--- src/rtl/core/mhp_pkg.sv ---
package mhp_pkg;

    // field widths of the three channels
    localparam int BYTE_W    = 8;
    localparam int KIND_W    = 2;
    localparam int ID_W      = 6;
    localparam int LEN_W     = 15;
    localparam int BODY_W    = 28;
    localparam int HSIZE_W   = 13;
    localparam int CTYPE_W   = 6;
    localparam int SUBTYPE_W = 9;
    localparam int STATUS_W  = 3;
    localparam int CFG_IDX_W = 2;
    localparam int CORE_W    = 56;

    // result kinds
    localparam logic [KIND_W-1:0] KIND_DESC    = 2'd0;
    localparam logic [KIND_W-1:0] KIND_DATA    = 2'd1;
    localparam logic [KIND_W-1:0] KIND_SUMMARY = 2'd2;

    // summary status codes
    localparam logic [STATUS_W-1:0] ST_OK         = 3'd0;
    localparam logic [STATUS_W-1:0] ST_TOO_SHORT  = 3'd1;
    localparam logic [STATUS_W-1:0] ST_MISMATCH   = 3'd2;
    localparam logic [STATUS_W-1:0] ST_SCRAMBLED  = 3'd3;
    localparam logic [STATUS_W-1:0] ST_COMPRESSED = 3'd4;
    localparam logic [STATUS_W-1:0] ST_OVERRUN    = 3'd5;

    // configuration register indexes
    localparam logic [CFG_IDX_W-1:0] CFG_CONTENT_NAME = 2'd0;
    localparam logic [CFG_IDX_W-1:0] CFG_COMPRESSION  = 2'd1;
    localparam logic [CFG_IDX_W-1:0] CFG_SCRAMBLED    = 2'd2;

    // configuration reset values
    localparam logic [ID_W-1:0] RST_CONTENT_NAME = 6'd12;
    localparam logic [ID_W-1:0] RST_COMPRESSION  = 6'd17;
    localparam logic [ID_W-1:0] RST_SCRAMBLED    = 6'd35;

    // header core length in bytes
    localparam logic [HSIZE_W-1:0] CORE_LEN = 13'd7;

    // parameter length indicator codes
    localparam logic [1:0] PLI_NONE  = 2'd0;
    localparam logic [1:0] PLI_ONE   = 2'd1;
    localparam logic [1:0] PLI_FOUR  = 2'd2;
    localparam logic [1:0] PLI_EXTRA = 2'd3;

    typedef struct packed {
        logic [KIND_W-1:0]    kind;
        logic [ID_W-1:0]      param_id;
        logic                 param_class;
        logic [LEN_W-1:0]     param_len;
        logic [BYTE_W-1:0]    data_byte;
        logic [LEN_W-1:0]     data_index;
        logic [BODY_W-1:0]    body_size;
        logic [HSIZE_W-1:0]   header_size;
        logic [CTYPE_W-1:0]   content_type;
        logic [SUBTYPE_W-1:0] content_subtype;
        logic [STATUS_W-1:0]  status;
        logic                 end_of_run;
    } t_result;

endpackage

--- src/rtl/core/mhp_if.sv ---
// header byte channel
interface mhp_in_if;
    logic                         valid;
    logic                         ready;
    logic [mhp_pkg::BYTE_W-1:0]   hdr_byte;
    logic                         final_byte;

    modport source (output valid, hdr_byte, final_byte, input ready);
    modport sink   (input valid, hdr_byte, final_byte, output ready);
endinterface

// result channel
interface mhp_out_if;
    logic                            valid;
    logic                            ready;
    logic [mhp_pkg::KIND_W-1:0]      kind;
    logic [mhp_pkg::ID_W-1:0]        param_id;
    logic                            param_class;
    logic [mhp_pkg::LEN_W-1:0]       param_len;
    logic [mhp_pkg::BYTE_W-1:0]      data_byte;
    logic [mhp_pkg::LEN_W-1:0]       data_index;
    logic [mhp_pkg::BODY_W-1:0]      body_size;
    logic [mhp_pkg::HSIZE_W-1:0]     header_size;
    logic [mhp_pkg::CTYPE_W-1:0]     content_type;
    logic [mhp_pkg::SUBTYPE_W-1:0]   content_subtype;
    logic [mhp_pkg::STATUS_W-1:0]    status;
    logic                            end_of_run;

    modport source (output valid, kind, param_id, param_class, param_len, data_byte,
                    data_index, body_size, header_size, content_type, content_subtype,
                    status, end_of_run, input ready);
    modport sink   (input valid, kind, param_id, param_class, param_len, data_byte,
                    data_index, body_size, header_size, content_type, content_subtype,
                    status, end_of_run, output ready);
endinterface

// configuration write channel
interface mhp_cfg_if;
    logic                            valid;
    logic                            ready;
    logic [mhp_pkg::CFG_IDX_W-1:0]   index;
    logic [mhp_pkg::ID_W-1:0]        data;

    modport source (output valid, index, data, input ready);
    modport sink   (input valid, index, data, output ready);
endinterface

--- src/rtl/core/mot_header_parser_core.sv ---
// MOT header parser. Header bytes enter one per cycle while ready is high; each
// accepted byte is parsed in the same cycle against the registered parse state
// and its results (a parameter descriptor or data byte, and the header summary
// on the final byte) go into a three-entry result queue that feeds the output
// channel. A steady stream of bytes that yield one result or none runs at one
// byte per cycle while the output is taken; a final byte that also yields a
// descriptor or a data byte gives two results and holds the input off while
// the queue drains. The input is taken while at most one result waits in the
// queue, so the input rate is set by the queue depth and the output rate.
// Configuration writes are always taken and need no idle cycles; no clearing
// pass follows reset.
module mot_header_parser_core (
    input  logic         i_clk,
    input  logic         i_rst_n,
    mhp_in_if.sink       i_in,
    mhp_out_if.source    o_out,
    mhp_cfg_if.sink      i_cfg
);

    localparam int QDEPTH = 3;
    localparam int CNT_W  = $clog2(QDEPTH + 1);

    typedef enum logic [2:0] {
        PH_CORE,
        PH_PHDR,
        PH_LEN1,
        PH_LEN2,
        PH_DATA,
        PH_SKIP,
        PH_DONE
    } t_phase;

    // configuration registers
    logic [mhp_pkg::ID_W-1:0] r_name_id, r_comp_id, r_scr_id;

    // parse state
    logic [mhp_pkg::HSIZE_W-1:0] r_byte_count, n_byte_count;
    logic [mhp_pkg::CORE_W-1:0]  r_core, n_core;
    t_phase                      r_phase, n_phase;
    logic [mhp_pkg::ID_W-1:0]    r_cur, n_cur;
    logic [6:0]                  r_len_high, n_len_high;
    logic [mhp_pkg::LEN_W-1:0]   r_left, n_left;
    logic [mhp_pkg::LEN_W-1:0]   r_offset, n_offset;
    logic [mhp_pkg::STATUS_W-1:0] r_err, n_err;

    // result queue
    mhp_pkg::t_result r_q [QDEPTH];
    mhp_pkg::t_result n_q [QDEPTH];
    logic [CNT_W-1:0] r_count, n_count;

    logic             acc, pop;
    logic [CNT_W-1:0] cnt_after, push_n;
    mhp_pkg::t_result prm, summ, res0, res1;
    logic             emit;

    logic [mhp_pkg::HSIZE_W-1:0] hs, hs_new, rem;
    logic                        open_req, ovr, skip;
    logic [mhp_pkg::LEN_W-1:0]   open_len;
    logic [1:0]                  pli;
    logic                        core_ok;

    assign i_cfg.ready = 1'b1;
    assign i_in.ready  = (r_count <= CNT_W'(1));
    assign acc         = i_in.valid && i_in.ready;
    assign pop         = o_out.valid && o_out.ready;

    // configuration writes
    always_ff @(posedge i_clk) begin
        if (!i_rst_n) begin
            r_name_id <= mhp_pkg::RST_CONTENT_NAME;
            r_comp_id <= mhp_pkg::RST_COMPRESSION;
            r_scr_id  <= mhp_pkg::RST_SCRAMBLED;
        end else if (i_cfg.valid && i_cfg.ready) begin
            case (i_cfg.index)
                mhp_pkg::CFG_CONTENT_NAME: r_name_id <= i_cfg.data;
                mhp_pkg::CFG_COMPRESSION:  r_comp_id <= i_cfg.data;
                mhp_pkg::CFG_SCRAMBLED:    r_scr_id  <= i_cfg.data;
                default: ;
            endcase
        end
    end

    // parse one byte against the current state
    always_comb begin
        n_byte_count = r_byte_count;
        n_core       = r_core;
        n_phase      = r_phase;
        n_cur        = r_cur;
        n_len_high   = r_len_high;
        n_left       = r_left;
        n_offset     = r_offset;
        n_err        = r_err;
        emit         = 1'b0;
        prm          = '0;
        summ         = '0;
        open_req     = 1'b0;
        open_len     = '0;
        ovr          = 1'b0;
        skip         = 1'b0;
        rem          = '0;
        hs_new       = '0;
        core_ok      = 1'b0;
        pli          = i_in.hdr_byte[7:6];
        hs           = r_core[27:15];

        if (acc) begin
            if (r_phase == PH_CORE) begin
                // shift in the header core
                n_core       = {r_core[mhp_pkg::CORE_W-9:0], i_in.hdr_byte};
                n_byte_count = r_byte_count + 1'b1;
                if (n_byte_count == mhp_pkg::CORE_LEN) begin
                    hs_new = n_core[27:15];
                    if (hs_new < mhp_pkg::CORE_LEN) begin
                        n_err   = mhp_pkg::ST_MISMATCH;
                        n_phase = PH_DONE;
                    end else if (hs_new == mhp_pkg::CORE_LEN) begin
                        n_phase = PH_DONE;
                    end else begin
                        n_phase = PH_PHDR;
                    end
                end
            end else if (r_byte_count >= hs) begin
                // byte past the declared header size
                n_err   = mhp_pkg::ST_MISMATCH;
                n_phase = PH_DONE;
            end else begin
                n_byte_count = r_byte_count + 1'b1;
                rem          = hs - n_byte_count;
                case (r_phase)
                    PH_PHDR: begin
                        n_cur = i_in.hdr_byte[5:0];
                        if (pli == mhp_pkg::PLI_EXTRA) begin
                            if (rem == '0) ovr = 1'b1;
                            else n_phase = PH_LEN1;
                        end else begin
                            open_req = 1'b1;
                            case (pli)
                                mhp_pkg::PLI_NONE: open_len = 15'd0;
                                mhp_pkg::PLI_ONE:  open_len = 15'd1;
                                mhp_pkg::PLI_FOUR: open_len = 15'd4;
                                default:           open_len = 15'd0;
                            endcase
                        end
                    end
                    PH_LEN1: begin
                        if (i_in.hdr_byte[7]) begin
                            if (rem == '0) begin
                                ovr = 1'b1;
                            end else begin
                                n_len_high = i_in.hdr_byte[6:0];
                                n_phase    = PH_LEN2;
                            end
                        end else begin
                            open_req = 1'b1;
                            open_len = {8'd0, i_in.hdr_byte[6:0]};
                        end
                    end
                    PH_LEN2: begin
                        open_req = 1'b1;
                        open_len = {r_len_high, i_in.hdr_byte};
                    end
                    PH_DATA: begin
                        emit            = 1'b1;
                        prm.kind        = mhp_pkg::KIND_DATA;
                        prm.param_id    = r_cur;
                        prm.param_class = (r_cur == r_name_id);
                        prm.param_len   = r_offset + r_left;
                        prm.data_byte   = i_in.hdr_byte;
                        prm.data_index  = r_offset;
                        n_offset        = r_offset + 1'b1;
                        n_left          = r_left - 1'b1;
                        if (n_left == '0) n_phase = (rem == '0) ? PH_DONE : PH_PHDR;
                    end
                    PH_SKIP: begin
                        n_left = r_left - 1'b1;
                        if (n_left == '0) n_phase = (rem == '0) ? PH_DONE : PH_PHDR;
                    end
                    default: ;
                endcase

                // open a parameter once its length is known
                if (open_req) begin
                    if (open_len > {2'b00, rem}) begin
                        ovr = 1'b1;
                    end else begin
                        if (n_cur != r_name_id) begin
                            if (n_cur == r_scr_id) begin
                                skip = 1'b1;
                                if (r_err == mhp_pkg::ST_OK) n_err = mhp_pkg::ST_SCRAMBLED;
                            end else if (n_cur == r_comp_id) begin
                                skip = 1'b1;
                                if (r_err == mhp_pkg::ST_OK) n_err = mhp_pkg::ST_COMPRESSED;
                            end
                        end
                        if (!skip) begin
                            emit            = 1'b1;
                            prm.kind        = mhp_pkg::KIND_DESC;
                            prm.param_id    = n_cur;
                            prm.param_class = (n_cur == r_name_id);
                            prm.param_len   = open_len;
                        end
                        if (open_len == '0) begin
                            n_phase = (rem == '0) ? PH_DONE : PH_PHDR;
                        end else begin
                            n_left  = open_len;
                            n_phase = skip ? PH_SKIP : PH_DATA;
                            if (!skip) n_offset = '0;
                        end
                    end
                end

                // field runs past the header: ignore the rest
                if (ovr) begin
                    if (r_err == mhp_pkg::ST_OK) n_err = mhp_pkg::ST_OVERRUN;
                    n_phase = PH_DONE;
                end
            end

            prm.end_of_run = !i_in.final_byte;

            // summary on the final byte, then back to the start
            if (i_in.final_byte) begin
                core_ok           = (n_phase != PH_CORE);
                summ.kind         = mhp_pkg::KIND_SUMMARY;
                summ.end_of_run   = 1'b1;
                if (!core_ok) summ.status = mhp_pkg::ST_TOO_SHORT;
                else if (n_err != mhp_pkg::ST_OK) summ.status = n_err;
                else if (n_phase != PH_DONE) summ.status = mhp_pkg::ST_OVERRUN;
                else summ.status = mhp_pkg::ST_OK;
                if (core_ok) begin
                    summ.body_size       = n_core[55:28];
                    summ.header_size     = n_core[27:15];
                    summ.content_type    = n_core[14:9];
                    summ.content_subtype = n_core[8:0];
                end
                n_byte_count = '0;
                n_core       = '0;
                n_phase      = PH_CORE;
                n_cur        = '0;
                n_len_high   = '0;
                n_left       = '0;
                n_offset     = '0;
                n_err        = mhp_pkg::ST_OK;
            end
        end
    end

    // results pushed this cycle
    assign push_n = (acc && emit ? CNT_W'(1) : CNT_W'(0))
                  + (acc && i_in.final_byte ? CNT_W'(1) : CNT_W'(0));
    assign res0   = emit ? prm : summ;
    assign res1   = summ;

    // result queue: shift out at the head, append behind the last entry
    assign cnt_after = r_count - (pop ? CNT_W'(1) : CNT_W'(0));
    assign n_count   = cnt_after + push_n;

    always_comb begin
        for (int i = 0; i < QDEPTH; i++) begin
            if (pop && i < QDEPTH - 1) n_q[i] = r_q[i + 1];
            else n_q[i] = r_q[i];
            if (push_n != '0 && CNT_W'(i) == cnt_after) n_q[i] = res0;
            if (push_n == CNT_W'(2) && CNT_W'(i) == cnt_after + 1'b1) n_q[i] = res1;
        end
    end

    always_ff @(posedge i_clk) begin
        if (!i_rst_n) begin
            r_byte_count <= '0;
            r_core       <= '0;
            r_phase      <= PH_CORE;
            r_cur        <= '0;
            r_len_high   <= '0;
            r_left       <= '0;
            r_offset     <= '0;
            r_err        <= mhp_pkg::ST_OK;
            r_count      <= '0;
        end else begin
            r_byte_count <= n_byte_count;
            r_core       <= n_core;
            r_phase      <= n_phase;
            r_cur        <= n_cur;
            r_len_high   <= n_len_high;
            r_left       <= n_left;
            r_offset     <= n_offset;
            r_err        <= n_err;
            r_count      <= n_count;
        end
        for (int i = 0; i < QDEPTH; i++) begin
            r_q[i] <= n_q[i];
        end
    end

    // output channel from the queue head
    assign o_out.valid           = (r_count != '0);
    assign o_out.kind            = r_q[0].kind;
    assign o_out.param_id        = r_q[0].param_id;
    assign o_out.param_class     = r_q[0].param_class;
    assign o_out.param_len       = r_q[0].param_len;
    assign o_out.data_byte       = r_q[0].data_byte;
    assign o_out.data_index      = r_q[0].data_index;
    assign o_out.body_size       = r_q[0].body_size;
    assign o_out.header_size     = r_q[0].header_size;
    assign o_out.content_type    = r_q[0].content_type;
    assign o_out.content_subtype = r_q[0].content_subtype;
    assign o_out.status          = r_q[0].status;
    assign o_out.end_of_run      = r_q[0].end_of_run;

`ifndef ASSERT_OFF
    // queue never overfills
    a_queue_bound: assert property (@(posedge i_clk) disable iff (!i_rst_n)
        r_count <= CNT_W'(QDEPTH))
        else $error("result queue overfilled");

    // final byte returns the parser to the start
    a_final_resets: assert property (@(posedge i_clk) disable iff (!i_rst_n)
        (acc && i_in.final_byte) |=> (r_phase == PH_CORE && r_byte_count == '0))
        else $error("parser not restarted after final byte");

    // a data phase always has bytes outstanding
    a_data_left: assert property (@(posedge i_clk) disable iff (!i_rst_n)
        (r_phase == PH_DATA || r_phase == PH_SKIP) |-> (r_left != '0))
        else $error("data phase with no bytes left");

    // the summary is always the last result of its byte
    a_summary_last: assert property (@(posedge i_clk) disable iff (!i_rst_n)
        (o_out.valid && o_out.kind == mhp_pkg::KIND_SUMMARY) |-> o_out.end_of_run)
        else $error("summary without end of run");

    // core collection stops at the core length
    a_core_count: assert property (@(posedge i_clk) disable iff (!i_rst_n)
        (r_phase == PH_CORE) |-> (r_byte_count < mhp_pkg::CORE_LEN))
        else $error("core byte count past core length");
`endif

endmodule
--- src/flat_wrapper.sv ---
// flat-port wrapper written by rule: the top's interface ports become plain ports
module mot_header_parser_core_flat 
  (i_clk, i_rst_n, i_in_valid, i_in_hdr_byte, i_in_final_byte, i_in_ready, o_out_valid, o_out_kind, o_out_param_id, o_out_param_class, o_out_param_len, o_out_data_byte, o_out_data_index, o_out_body_size, o_out_header_size, o_out_content_type, o_out_content_subtype, o_out_status, o_out_end_of_run, o_out_ready, i_cfg_valid, i_cfg_index, i_cfg_data, i_cfg_ready);
  mhp_in_if i_in_i ();
  mhp_out_if o_out_i ();
  mhp_cfg_if i_cfg_i ();
  input  logic i_clk;
  input  logic i_rst_n;
  input wire logic [$bits(i_in_i.valid)-1:0] i_in_valid;
  input wire logic [$bits(i_in_i.hdr_byte)-1:0] i_in_hdr_byte;
  input wire logic [$bits(i_in_i.final_byte)-1:0] i_in_final_byte;
  output wire logic [$bits(i_in_i.ready)-1:0] i_in_ready;
  output wire logic [$bits(o_out_i.valid)-1:0] o_out_valid;
  output wire logic [$bits(o_out_i.kind)-1:0] o_out_kind;
  output wire logic [$bits(o_out_i.param_id)-1:0] o_out_param_id;
  output wire logic [$bits(o_out_i.param_class)-1:0] o_out_param_class;
  output wire logic [$bits(o_out_i.param_len)-1:0] o_out_param_len;
  output wire logic [$bits(o_out_i.data_byte)-1:0] o_out_data_byte;
  output wire logic [$bits(o_out_i.data_index)-1:0] o_out_data_index;
  output wire logic [$bits(o_out_i.body_size)-1:0] o_out_body_size;
  output wire logic [$bits(o_out_i.header_size)-1:0] o_out_header_size;
  output wire logic [$bits(o_out_i.content_type)-1:0] o_out_content_type;
  output wire logic [$bits(o_out_i.content_subtype)-1:0] o_out_content_subtype;
  output wire logic [$bits(o_out_i.status)-1:0] o_out_status;
  output wire logic [$bits(o_out_i.end_of_run)-1:0] o_out_end_of_run;
  input wire logic [$bits(o_out_i.ready)-1:0] o_out_ready;
  input wire logic [$bits(i_cfg_i.valid)-1:0] i_cfg_valid;
  input wire logic [$bits(i_cfg_i.index)-1:0] i_cfg_index;
  input wire logic [$bits(i_cfg_i.data)-1:0] i_cfg_data;
  output wire logic [$bits(i_cfg_i.ready)-1:0] i_cfg_ready;
  assign i_in_i.valid = i_in_valid;
  assign i_in_i.hdr_byte = i_in_hdr_byte;
  assign i_in_i.final_byte = i_in_final_byte;
  assign i_in_ready = i_in_i.ready;
  assign o_out_valid = o_out_i.valid;
  assign o_out_kind = o_out_i.kind;
  assign o_out_param_id = o_out_i.param_id;
  assign o_out_param_class = o_out_i.param_class;
  assign o_out_param_len = o_out_i.param_len;
  assign o_out_data_byte = o_out_i.data_byte;
  assign o_out_data_index = o_out_i.data_index;
  assign o_out_body_size = o_out_i.body_size;
  assign o_out_header_size = o_out_i.header_size;
  assign o_out_content_type = o_out_i.content_type;
  assign o_out_content_subtype = o_out_i.content_subtype;
  assign o_out_status = o_out_i.status;
  assign o_out_end_of_run = o_out_i.end_of_run;
  assign o_out_i.ready = o_out_ready;
  assign i_cfg_i.valid = i_cfg_valid;
  assign i_cfg_i.index = i_cfg_index;
  assign i_cfg_i.data = i_cfg_data;
  assign i_cfg_ready = i_cfg_i.ready;
  mot_header_parser_core u_core (.i_clk(i_clk), .i_rst_n(i_rst_n), .i_in(i_in_i), .o_out(o_out_i), .i_cfg(i_cfg_i));
endmodule
--- config.mk ---
export PLATFORM = sky130hd
export DESIGN_NAME = mot_header_parser_core_flat
export DESIGN_NICKNAME = d
export VERILOG_FILES = /design/src/rtl/core/mhp_pkg.sv /design/src/rtl/core/mhp_if.sv /design/src/rtl/core/mot_header_parser_core.sv /design/src/flat_wrapper.sv
export SDC_FILE = /design/constraint.sdc
export NUM_CORES = 1
export LEC_CHECK = 0
export BUFFER_PORTS_ARGS = -buffer_cell sky130_fd_sc_hd__buf_2
export CAP_MARGIN = 20
export CORE_ASPECT_RATIO = 0.5
export CORE_UTILIZATION = 32
export DETAILED_ROUTE_END_ITERATION = 10
export HOLD_SLACK_MARGIN = 0.06
export SLEW_MARGIN = 20
export SYNTH_ARGS = -nofsm -noshare
export SYNTH_HDL_FRONTEND = slang
export SYNTH_SLANG_ARGS = --single-unit
--- constraint.sdc ---
create_clock -name i_clk -period 11.8 [get_ports i_clk]
set_input_delay 0.59 -clock i_clk [delete_from_list [all_inputs] [get_ports i_clk]]
set_output_delay 0.59 -clock i_clk [all_outputs]
set_load 0.01 [all_outputs]
### After elaboration in Yosys (flattened, before gate mapping)

Memories as Yosys holds them, arrays and structs flattened.
Index checks and enable logic that the tools add are counted.

| cells by class | value |
|---|---|
| eq/ne operators | 27 |
| multiplexer cells | 132 |
| $add $sub $neg | 9 |
| reduce and logical (&&, ||, !) cells | 32 |
| magnitude comparators | 4 |

Operators with widths:

| cell | count |
|---|---|
| 107-bit 2-to-1 mux | 9 |
| 15-bit 2-to-1 mux | 19 |
| 56-bit 2-to-1 mux | 3 |
| 47-bit 2-to-1 mux | 3 |
| 60-bit 2-to-1 mux | 2 |
| 3-bit 2-to-1 mux | 35 |
| 7-bit 2-to-1 mux | 7 |
| 24-bit 2-to-1 mux | 2 |
| 46-bit 2-to-1 mux | 1 |
| 15-bit one-hot mux with 3 select lines | 1 |
| 6-bit 2-to-1 mux | 7 |
| 13-bit 2-to-1 mux | 3 |
| 1-bit 2-to-1 mux | 33 |
| 15-bit zero test | 2 |
| 13-bit by 3-bit equality test with 1-bit output (second input constant) | 2 |
| 6-bit equality test | 4 |
| 23-bit 2-to-1 mux | 1 |
| 15-bit by 1-bit adder with 15-bit output (second input constant) | 1 |
| 15-bit adder | 1 |
| 15-bit by 13-bit > comparator with 1-bit output | 1 |
| 15-bit by 1-bit subtractor with 15-bit output (second input constant) | 1 |
| 13-bit by 1-bit adder with 13-bit output (second input constant) | 1 |
| 13-bit >= comparator | 1 |
| 13-bit zero test | 1 |
| other kinds (32) | 63 |

| storage, ports and cells | value |
|---|---|
| memories kept | 1 |
| RAM bits | 321 |
| input port bits | 22 |
| bits in registers | 138 |

Memory list:

| memory | depth | width | read ports | clocked after memory_dff | write ports | RTL line | text |
|---|---|---|---|---|---|---|---|
| u_core.r_q | 3 | 107 | 3 | 0 | 3 | mot_header_parser_core.sv:47 | `mhp_pkg::t_result r_q [QDEPTH];` |

### Depth between registers and ports, before layout

Gate-level depths: netlist of the first run.

| depth | value |
|---|---|
| depth after elaboration | 31 |
| gate-level depth with buffers | 32 |

### Least setup slack after synthesis of the first run

OpenSTA, ideal clock, no wires.

| path | value |
|---|---|
| path type | reg-to-reg |
| start | register, netlist name u_core.r_byte_count[0] |
| end | memory u_core.r_q[0][107] (netlist name) (enable) |
| clock period less this slack | 7.725 ns |
| library setup time | 0.420 ns |
| arrival | 7.305 ns |
| setup slack | 4.075 ns |
| data required time | 11.380 ns |
| stages on the path, launching flop included | 27 |
| path through | dfxtp_1 -> inv_1 -> ha_1 -> fa_1 -> a21o_1 -> a22o_1 -> o21ai_0 -> a31oi_1 -> or2_4 -> o311a_4 -> ha_1 -> a2111o_1 -> a21oi_1 -> nand2_1 -> o221ai_1 -> nand3_1 -> inv_1 -> nand2b_1 -> buf_2 -> a21oi_2 -> inv_2 -> ha_1 -> nor3_1 -> nor2_1 -> clkbuf_1 -> clkbuf_1 -> nand2_1 |

RTL lines:

| item | RTL line |
|---|---|
| end: declaration | mot_header_parser_core.sv:47 |

==> results.toml, run 1 <==
[synth]
syn_inst = 2534
ys_seq_area_share_pct = 46.5
yosysTopAreaCell = "dfxtp_1"
yosysUniqueCellTypes = 91
synthFlopType = "dfxtp_1"
syn_avg_cell_area_um2 = 9.35
synth_common_cells = "nand2_1 (346), dfxtp_1 (276), o21ai_0 (188)"
ys_warn_count = 0
synth-seq-cells = 459
synth_top_area_share_pct = 23.3
synth-edff-count = 183
syn-cell-area_mm2 = 0.0237
syn_nets = 2614
synthArstFlopShare_pct = 0
yosys-top-cells-area = "dfxtp_1 (23%), edfxtp_1 (23%), nand2_1 (5.5%)"
synth.most_common_cell = "nand2_1"

[worst_setup_path]
worstSetupPathType = "reg2reg"
endpoint_kind = "register"
start_kind = "register"
critPathMaxFanout = 63
cp_data_required_time_ps = 12010
cp.arrival_ps = 8610

[power_and_ir_drop]
p_sw_mw = 1.42
seq_power_share_pct = 45.6
clockPowerShare_pct = 32.4
peakVddDrop_uv = 93.7
intPower_mw = 3.28
comb_power_share_pct = 22.0
switching_share_pct = 30.2
p_per_area_mw_per_mm2 = 181
power.leakage_nw = 10.1

[placed_design]
io_buffer_count = 130
place.gp.congestion = 0.896
dp_hpwl_um = 42900
dp_cells = 3378

[clock_tree]
path_clk_slew_ps = 60
hold_buffers = 0
clk_path_buf_depth = 3
ctsHtreeMaxLevel = 2
ctsResizeCount = 0
cts_tree = "done"
cts-root-buf = "clkbuf_16"
clock_latency_ps = 600
numCtsBuffers = 46
post_cts_buffers = 0
clock-sinks = 459

[timing]
tns_ps = 0
setup_violations = 0
slew_violations = 0
worst_slew_pin_slew_ps = 1110
finalHoldViolCount = 0
skew_ps = 28.2
min_period_over_period_pct = 71.2
fmax_mhz = 119
rsz0062_at_grt = "false"
fin_crit_ps = 8410
relSlewSlack_pct = 26.1

[die]
die_w_um = 387
pin_count = 132
die_h_um = 194
rows = 70
core-area_mm2 = 0.0731
initial_core_util_pct = 32.4
dieArea_mm2 = 0.0752

[global_route]
grt.overflow.total = 0
grt_pass1_vias = 17000
grt_pass1_wl_um = 101000
track_usage_pct = 16.8
antenna_found_initial = 0
grt_max_degree = 74

[detailed_routing]
drt-vias-per-instance = 5.24
drc = 0
drtIter0Drc = 1618
drtPass1Iterations = 5
wl_per_cell_um = 18.7
antenna_left = 0
finalWirelength_um = 64600
num_vias = 18100

[outcome]
status = "finished clean"

[finish]
synthToLayoutAreaGrowth_pct = 9.40
finish.net_count = 2534
antennaDiodeCount = 0
stdcell_count = 3461
drive_gt1_share_pct = 11.2

[min_path]
hold_class = "in2reg"

[flow_run]
cap_violations = 0
==> path summary, 6_finish.rpt <==
kind | start | end | slack, ps | depth (start not counted)
setup / recovery | u_core.r_byte_count[2] | u_core.r_q[0][45] | 3390 | 25
hold / removal | i_cfg_data[3] | u_core.r_name_id[3] | 260 | 3
setup reg to reg | u_core.r_byte_count[2] | u_core.r_q[0][45] | 3390 | 25
hold reg to reg | u_core.r_q[0][314] | u_core.r_q[0][314] | 460 | 2
==> critical path, stage by stage (launching register included) <==
cell and delay [ps]:
dfxtp_1 570, nand4_1 480, nor2_1 300, nor3_1 70
or4_4 570, a32o_1 300, or2_4 280, o311a_4 410
ha_1 340, a2111o_1 370, a21oi_1 170, nand2_1 70
o221ai_1 300, nand3_1 400, inv_1 240, nand2b_1 230
a21oi_2 390, inv_2 110, ha_1 240, nand2b_1 180
nor2_1 480, buf_4 320, nor2_4 40, buf_4 330
nand2_2 140, buf_4 650
==> metrics by stage <==
step                      worst slack, ps  power, mW  hold WS [ps]  util, %  instance area (um2)
after CTS                            3450       4.76           228     35.4                25900
after global placement               3620       3.21           435     33.3                24300
after floorplan                      4080       3.00           424        -                23700
after detailed placement             3490       3.23           442     33.3                24400
after global routing                 2750       4.96           253     35.4                25900
final                                3390       4.70           258     35.4                25900
==> cells in the final DEF, fill, tap and decap left out, types with 56 or more instances in the layout <==
cell,instances
buf_2,130
a211oi_1,63
ha_1,56
mux2i_1,111
edfxtp_1,183
o21ai_0,187
nor2b_1,113
dfxtp_1,276
a22oi_1,87
a21oi_1,109
nand2_1,341
nor2_1,133
==> sequential cells by signal, summed over array words and instances (netlist names) <==
signal,count
u_core.r_phase,3
u_core.r_byte_count,13
u_core.r_q,321
u_core.r_name_id,6
u_core.r_left,15
u_core.r_core,56
u_core.r_err,3
u_core.r_cur,6
u_core.r_count,2
u_core.r_scr_id,6
u_core.r_offset,15
u_core.r_len_high,7
u_core.r_comp_id,6
==> area by class of cell <==
type,instances,area (um2)
Clock buffer,71,1400
Clock inverter,12,155
Fill cell,7419,47200
Inverter,54,203
Multi-Input combinational cell,1736,11000
Sequential cell,459,11000
Tap cell,972,1220
Timing Repair Buffer,157,873
==> power groups by stage <==
stage	registers [mW]	logic [mW]	clock network, mW
floorplan	2.13	0.870	0
global placement	2.18	1.03	0
detailed placement	2.18	1.05	0
CTS	2.15	1.05	1.56
global route	2.17	1.16	1.62
finish	2.14	1.04	1.52
==> routing by layer <==
metal / vias to the layer above / track usage [%] / wire length (um)
li1: 8804 / - / -
met1: 8811 / 22.7 / 29800
met2: 402 / 27.4 / 29900
met3: 105 / 2.64 / 3040
met4: 0 / 5.50 / 1850
met5: - / 0 / 0
==> kinds of logic after synthesis <==
family / share of synthesized area [%]
multiplexers: 4.74
flip-flops: 46.5
buffers and inverters: 7.22
AO/OA/AOI/OAI: 18.2
adder cells (fa/ha/maj): 3.25
AND/OR/NAND/NOR: 16.8
other: 0.0158
XOR/XNOR: 3.18
(Power assumes the default switching activity.)
==> run 2, diff against run 1 <==
==> constraint.sdc (replaced) <==
create_clock -name i_clk -period 7 [get_ports i_clk]
set_input_delay 0.35 -clock i_clk [delete_from_list [all_inputs] [get_ports i_clk]]
set_output_delay 0.35 -clock i_clk [all_outputs]
set_load 0.01 [all_outputs]
==> run 2 against run 1 <==
  * Critical endpoint is now u_core.r_q[0][155]
  * Maximum frequency rose by 29%
  * Sequential cell count did not move
  * Sequential share of layout area fell by 0.49 points
  * First-iteration DRC count fell by 13%
==> results.toml, run 2 (synthesis gave the netlist of run 1 again) <==
[global_route]
grt_pass1_vias = 17700
track_usage_pct = 16.9
grt_pass1_wl_um = 103000
antenna_found_initial = 0
grt_max_degree = 76
grt.overflow.total = 0

[worst_setup_path]
critPathMaxFanout = 57
cp.arrival_ps = 6910
r2r_setup_slack_ps = 510
cp_data_required_time_ps = 7420
worstSetupPathType = "reg2reg"
reg2reg_depth = 24
start_kind = "register"
endpoint_kind = "register"

[clock_tree]
clock_latency_ps = 590
numCtsBuffers = 44
clk_path_buf_depth = 3
clock-sinks = 459
path_clk_slew_ps = 60
cts_tree = "done"
ctsHtreeMaxLevel = 2
cts-root-buf = "clkbuf_16"

[power_and_ir_drop]
power.leakage_nw = 10.2
p_per_area_mw_per_mm2 = 303
peakVddDrop_uv = 198

[finish]
regMostFlops = "u_core.r_q"
layout_commonest_cell = "nand2_1"
largest_reg_flops = 321
antennaDiodeCount = 0
reg.largest.list = "u_core.r_q: 321 flops, u_core.r_core: 56 flops"
stdcell_count = 3488
final_cell_mix = "nand2_1 (341), dfxtp_1 (275), o21ai_0 (184)"
finish.net_count = 2560
fin_area_mm2 = 0.0262
drive_gt1_share_pct = 12.2
synthToLayoutAreaGrowth_pct = 10.7

[timing]
rsz0062_at_grt = "false"
tns_ps = 0
slew_violations = 0
fin_crit_ps = 6490
setup_violations = 0
worst_slew_pin_slew_ps = 1030
skew_ps = 23.3
fmax_mhz = 154
min_period_over_period_pct = 92.7
finalHoldViolCount = 0
relSlewSlack_pct = 31.2

[detailed_routing]
drt-vias-per-instance = 5.22
wl_per_cell_um = 18.6
drtPass1Iterations = 6
antenna_left = 0
num_vias = 18200
finalWirelength_um = 64800
drc = 0
drtIter0Drc = 1402

[placed_design]
dp_hpwl_um = 43800
io_buffer_count = 130
dp_cells = 3395
place.gp.congestion = 0.878
placed_area_mm2 = 0.0245

[outcome]
status = "finished clean"

[die]
initial_core_util_pct = 32.4
pin_count = 132
die_w_um = 387
die_h_um = 194
rows = 70
core-area_mm2 = 0.0731
dieArea_mm2 = 0.0752

[min_path]
hold_class = "in2reg"
min_path_cells = 4

[flow_run]
cap_violations = 0
==> run 2: repair_timing <==
action | 4_1_cts | 5_1_grt
setup endpoints to repair | 0 | 276
endpoints found under the hold margin | 8 | 0
hold buffers | 6 | 0
resized for setup | 0 | 8
buffers inserted | 0 | 5
==> run 2: report_power, final <==
part,switching [mW],internal (mW)
clock network,1.07,1.48
registers,0.216,3.39
logic,1.11,0.694
==> run 2: layout make-up <==
class,count,area [um2]
clock buffers,66,1340
repair buffers,185,1160
clock inverters,16,201
inverters,54,206
multi-input cells,1736,11100
well taps,972,1220
fillers,7358,46900
flip-flops and latches,459,11000
==> run 2: stage by stage <==
stage          hold WS [ps]  utilization (%)  total power, mW  setup WS [ps]
2_1_floorplan           424                -             5.06            138
3_3_place_gp            434             33.6             5.45            331
3_5_place_dp            442             33.6             5.48            190
4_1_cts                 169             35.8             8.05            133
5_1_grt                 189             35.8             8.38           21.0
6_report                194             35.8             7.95            508
==> run 2: worst max-delay path, cell delays in order (launching register included) <==
cell      delay [ps]
dfxtp_1          500
and4_1           380
a21oi_1          100
o2111a_1         250
or4_4            550
a32o_1           290
or2_4            270
o311a_4          400
ha_1             340
a2111o_1         380
a21oi_1          160
nand2_1           90
o221ai_2         230
nand3_1          130
inv_1            160
nand2b_1         140
a21oi_4          230
inv_2            100
ha_1             230
or3_2            470
a21oi_1          130
o21ai_1          120
nand2b_1         200
buf_6            250
o21ai_0          220
==> run 2: routing by layer <==
layer / GRT usage [%] / up-vias / wire length [um] / part of all wire [%]
li1: - / 8863 / - / -
met5: 0 / - / 0 / 0
met2: 28.5 / 397 / 30900 / 48
met4: 4.15 / 0 / 1330 / 2.0
met3: 2.50 / 93 / 2740 / 4.2
met1: 22.8 / 8871 / 29900 / 46
==> run 2: final timing paths <==
path,start,end
worst max-delay path,u_core.r_byte_count[4],u_core.r_q[0][155]
worst min-delay path,i_cfg_index[0],u_core.r_name_id[3]
worst max register to register,u_core.r_byte_count[4],u_core.r_q[0][155]
worst min register to register,u_core.r_q[0][317],u_core.r_q[0][317]
==> run 3, diff against run 2 <==
--- a/config.mk
+++ b/config.mk
@@ -8,6 +8,7 @@
 export BUFFER_PORTS_ARGS = -buffer_cell sky130_fd_sc_hd__buf_2
 export CAP_MARGIN = 20
 export CORE_ASPECT_RATIO = 0.5
+export CORE_MARGIN = 2
 export CORE_UTILIZATION = 32
 export DETAILED_ROUTE_END_ITERATION = 10
 export HOLD_SLACK_MARGIN = 0.06
==> run 3 against run 2 <==
  * Clock-buffer cell count increased by 2
  * Routed wire length increased by 1.2%
  * Worst setup slack got worse by 120 ps
  * Maximum frequency decreased by 1.7%
  * Critical path type unchanged
  * Critical endpoint is now u_core.r_q[0][136]
  * Largest power group unchanged
==> results.toml, run 3 (synthesis gave the netlist of run 1 again) <==
[worst_setup_path]
reg2reg_depth = 24
startpoint = "u_core.r_byte_count[2]"
worstSetupPathType = "reg2reg"
crit_path_end = "u_core.r_q[0][136]"
critPathMaxFanout = 57
r2r_end = "u_core.r_q[0][136]"
endpoint_kind = "register"
cp.arrival_ps = 7020
start_kind = "register"
cp_data_required_time_ps = 7410
r2r_start = "u_core.r_byte_count[2]"
r2r_setup_slack_ps = 390

[detailed_routing]
drtIter0Drc = 1539
drtPass1Iterations = 5
num_vias = 18300
wl_per_cell_um = 18.8
antenna_left = 0
drc = 0
drt-vias-per-instance = 5.26
finalWirelength_um = 65600

[timing]
setup_violations = 0
min_period_over_period_pct = 94.4
fmax_mhz = 151
relSlewSlack_pct = 28.4
tns_ps = 0
slew_violations = 0
finalHoldViolCount = 0
skew_ps = 23.0
fin_ws_ps = 393
fin_crit_ps = 6610
worst_slew_pin_slew_ps = 1070

[clock_tree]
numCtsBuffers = 45
path_clk_slew_ps = 70
cts-root-buf = "clkbuf_16"
clock-sinks = 459
ctsHtreeMaxLevel = 2
clk_path_buf_depth = 3
clock_latency_ps = 590
cts_tree = "done"

[global_route]
antenna_found_initial = 1
grt_pass1_wl_um = 103000
grt.met3_usage_pct = 3.17
track_usage_pct = 16.8
use_met2_pct = 27.8
grt_max_degree = 74
grt_busiest_layer = "met2"
grt_pass1_vias = 17600
grt.overflow.total = 0
use_met1_pct = 22.4

[finish]
layout_commonest_cell = "nand2_1"
drive_gt1_share_pct = 11.6
largest_reg_flops = 321
synthToLayoutAreaGrowth_pct = 9.88
fillers = 7305
reg.largest.list = "u_core.r_q: 321 flops, u_core.r_core: 56 flops"
finish.net_count = 2556
final_cell_mix = "nand2_1 (341), dfxtp_1 (276), edfxtp_1 (183)"
fin_area_mm2 = 0.0260
antennaDiodeCount = 0
regMostFlops = "u_core.r_q"

[die]
die_w_um = 389
core-area_mm2 = 0.0731
pin_count = 132
rows = 70
initial_core_util_pct = 32.4
die_h_um = 196
dieArea_mm2 = 0.0763

[power_and_ir_drop]
intPower_mw = 5.39
p_sw_mw = 2.39
comb_power_share_pct = 23.2
seq_power_share_pct = 46.3
peakVddDrop_uv = 174
clockPowerShare_pct = 30.5
power.leakage_nw = 10.1
switching_share_pct = 30.7
p_per_area_mw_per_mm2 = 299

[outcome]
status = "finished clean"

[placed_design]
pre_cts_ws_ps = 209
placed_area_mm2 = 0.0245
io_buffer_count = 130
place.gp.congestion = 0.889
dp_hpwl_um = 43500

[flow_run]
cap_violations = 0

[min_path]
hold_start = "i_cfg_index[1]"
hold_class = "in2reg"
min_path_cells = 4
-- run 3: cell types whose count changed in the layout (fill, tap and decap cells not counted), sizes merged --
| cell | change |
|---|---|
| buf | -5 |
| bufinv | -3 |
| clkbuf | +2 |
| clkinvlp | +1 |
| inv | -1 |
-- run 3: worst min path at each step --
stage	slack (ps)	to
after floorplan	420	u_core.r_q[0][310]
after detailed placement	440	u_core.r_q[0][316]
after global placement	430	u_core.r_q[0][306]
after CTS	160	u_core.r_name_id[2]
after global routing	190	u_core.r_name_id[2]
final	190	u_core.r_name_id[2]
-- run 3: cell type report --
cell class	instances	area [um2]	area share (%)
Clock inverter	13	98.8	0.380
Sequential cell	459	11000	42.4
Tap cell	972	1220	4.67
Multi-Input combinational cell	1736	11100	42.5
Inverter	54	206	0.793
Timing Repair Buffer	180	1110	4.27
Clock buffer	68	1300	5.01
-- run 3: power groups by stage --
stage,logic [mW],clock network [mW],registers [mW]
after CTS,1.83,2.44,3.61
final,1.81,2.37,3.60
after global routing,2.01,2.54,3.65
after floorplan,1.47,0,3.58
after detailed placement,1.82,0,3.66
after global placement,1.78,0,3.66
-- run 3: critical path, stage by stage (launching register included) --
cell and delay (ps):
dfxtp_1 550, and4_1 390, a21oi_1 100, o2111a_1 250, or4_4 540, a32o_1 290, or2_4 280, o311a_4 400
ha_1 330, a2111o_1 370, a21oi_1 170, nand2_1 100, o221ai_2 250, nand3_1 140, inv_1 150, nand2b_1 130
a21oi_4 210, inv_2 90, ha_1 230, or3_2 470, a21oi_1 140, o21ai_1 120, nand2b_1 210, buf_8 210
o21ai_0 230
-- run 3: metal layers --
metal | part of all wire (%) | routed length (um)
met5 | 0.020 | 13
met4 | 2.2 | 1470
met3 | 5.9 | 3850
met2 | 47 | 30700
met1 | 45 | 29600
-- run 3: timing repair --
action,CTS,global route
buffers inserted,0,1
resized for setup,0,13
endpoints found under the setup margin,0,279
hold buffers,6,0
hold endpoints to repair,16,0
-- run 3: metrics by stage --
step	power, mW	utilization, %	cells	hold slack (ps)
2_1_floorplan	5.06	-	2534	424
3_3_place_gp	5.44	33.5	3394	433
3_5_place_dp	5.48	33.5	3394	442
4_1_cts	7.88	35.5	3481	156
5_1_grt	8.20	35.6	3482	186
6_report	7.78	35.6	3482	192
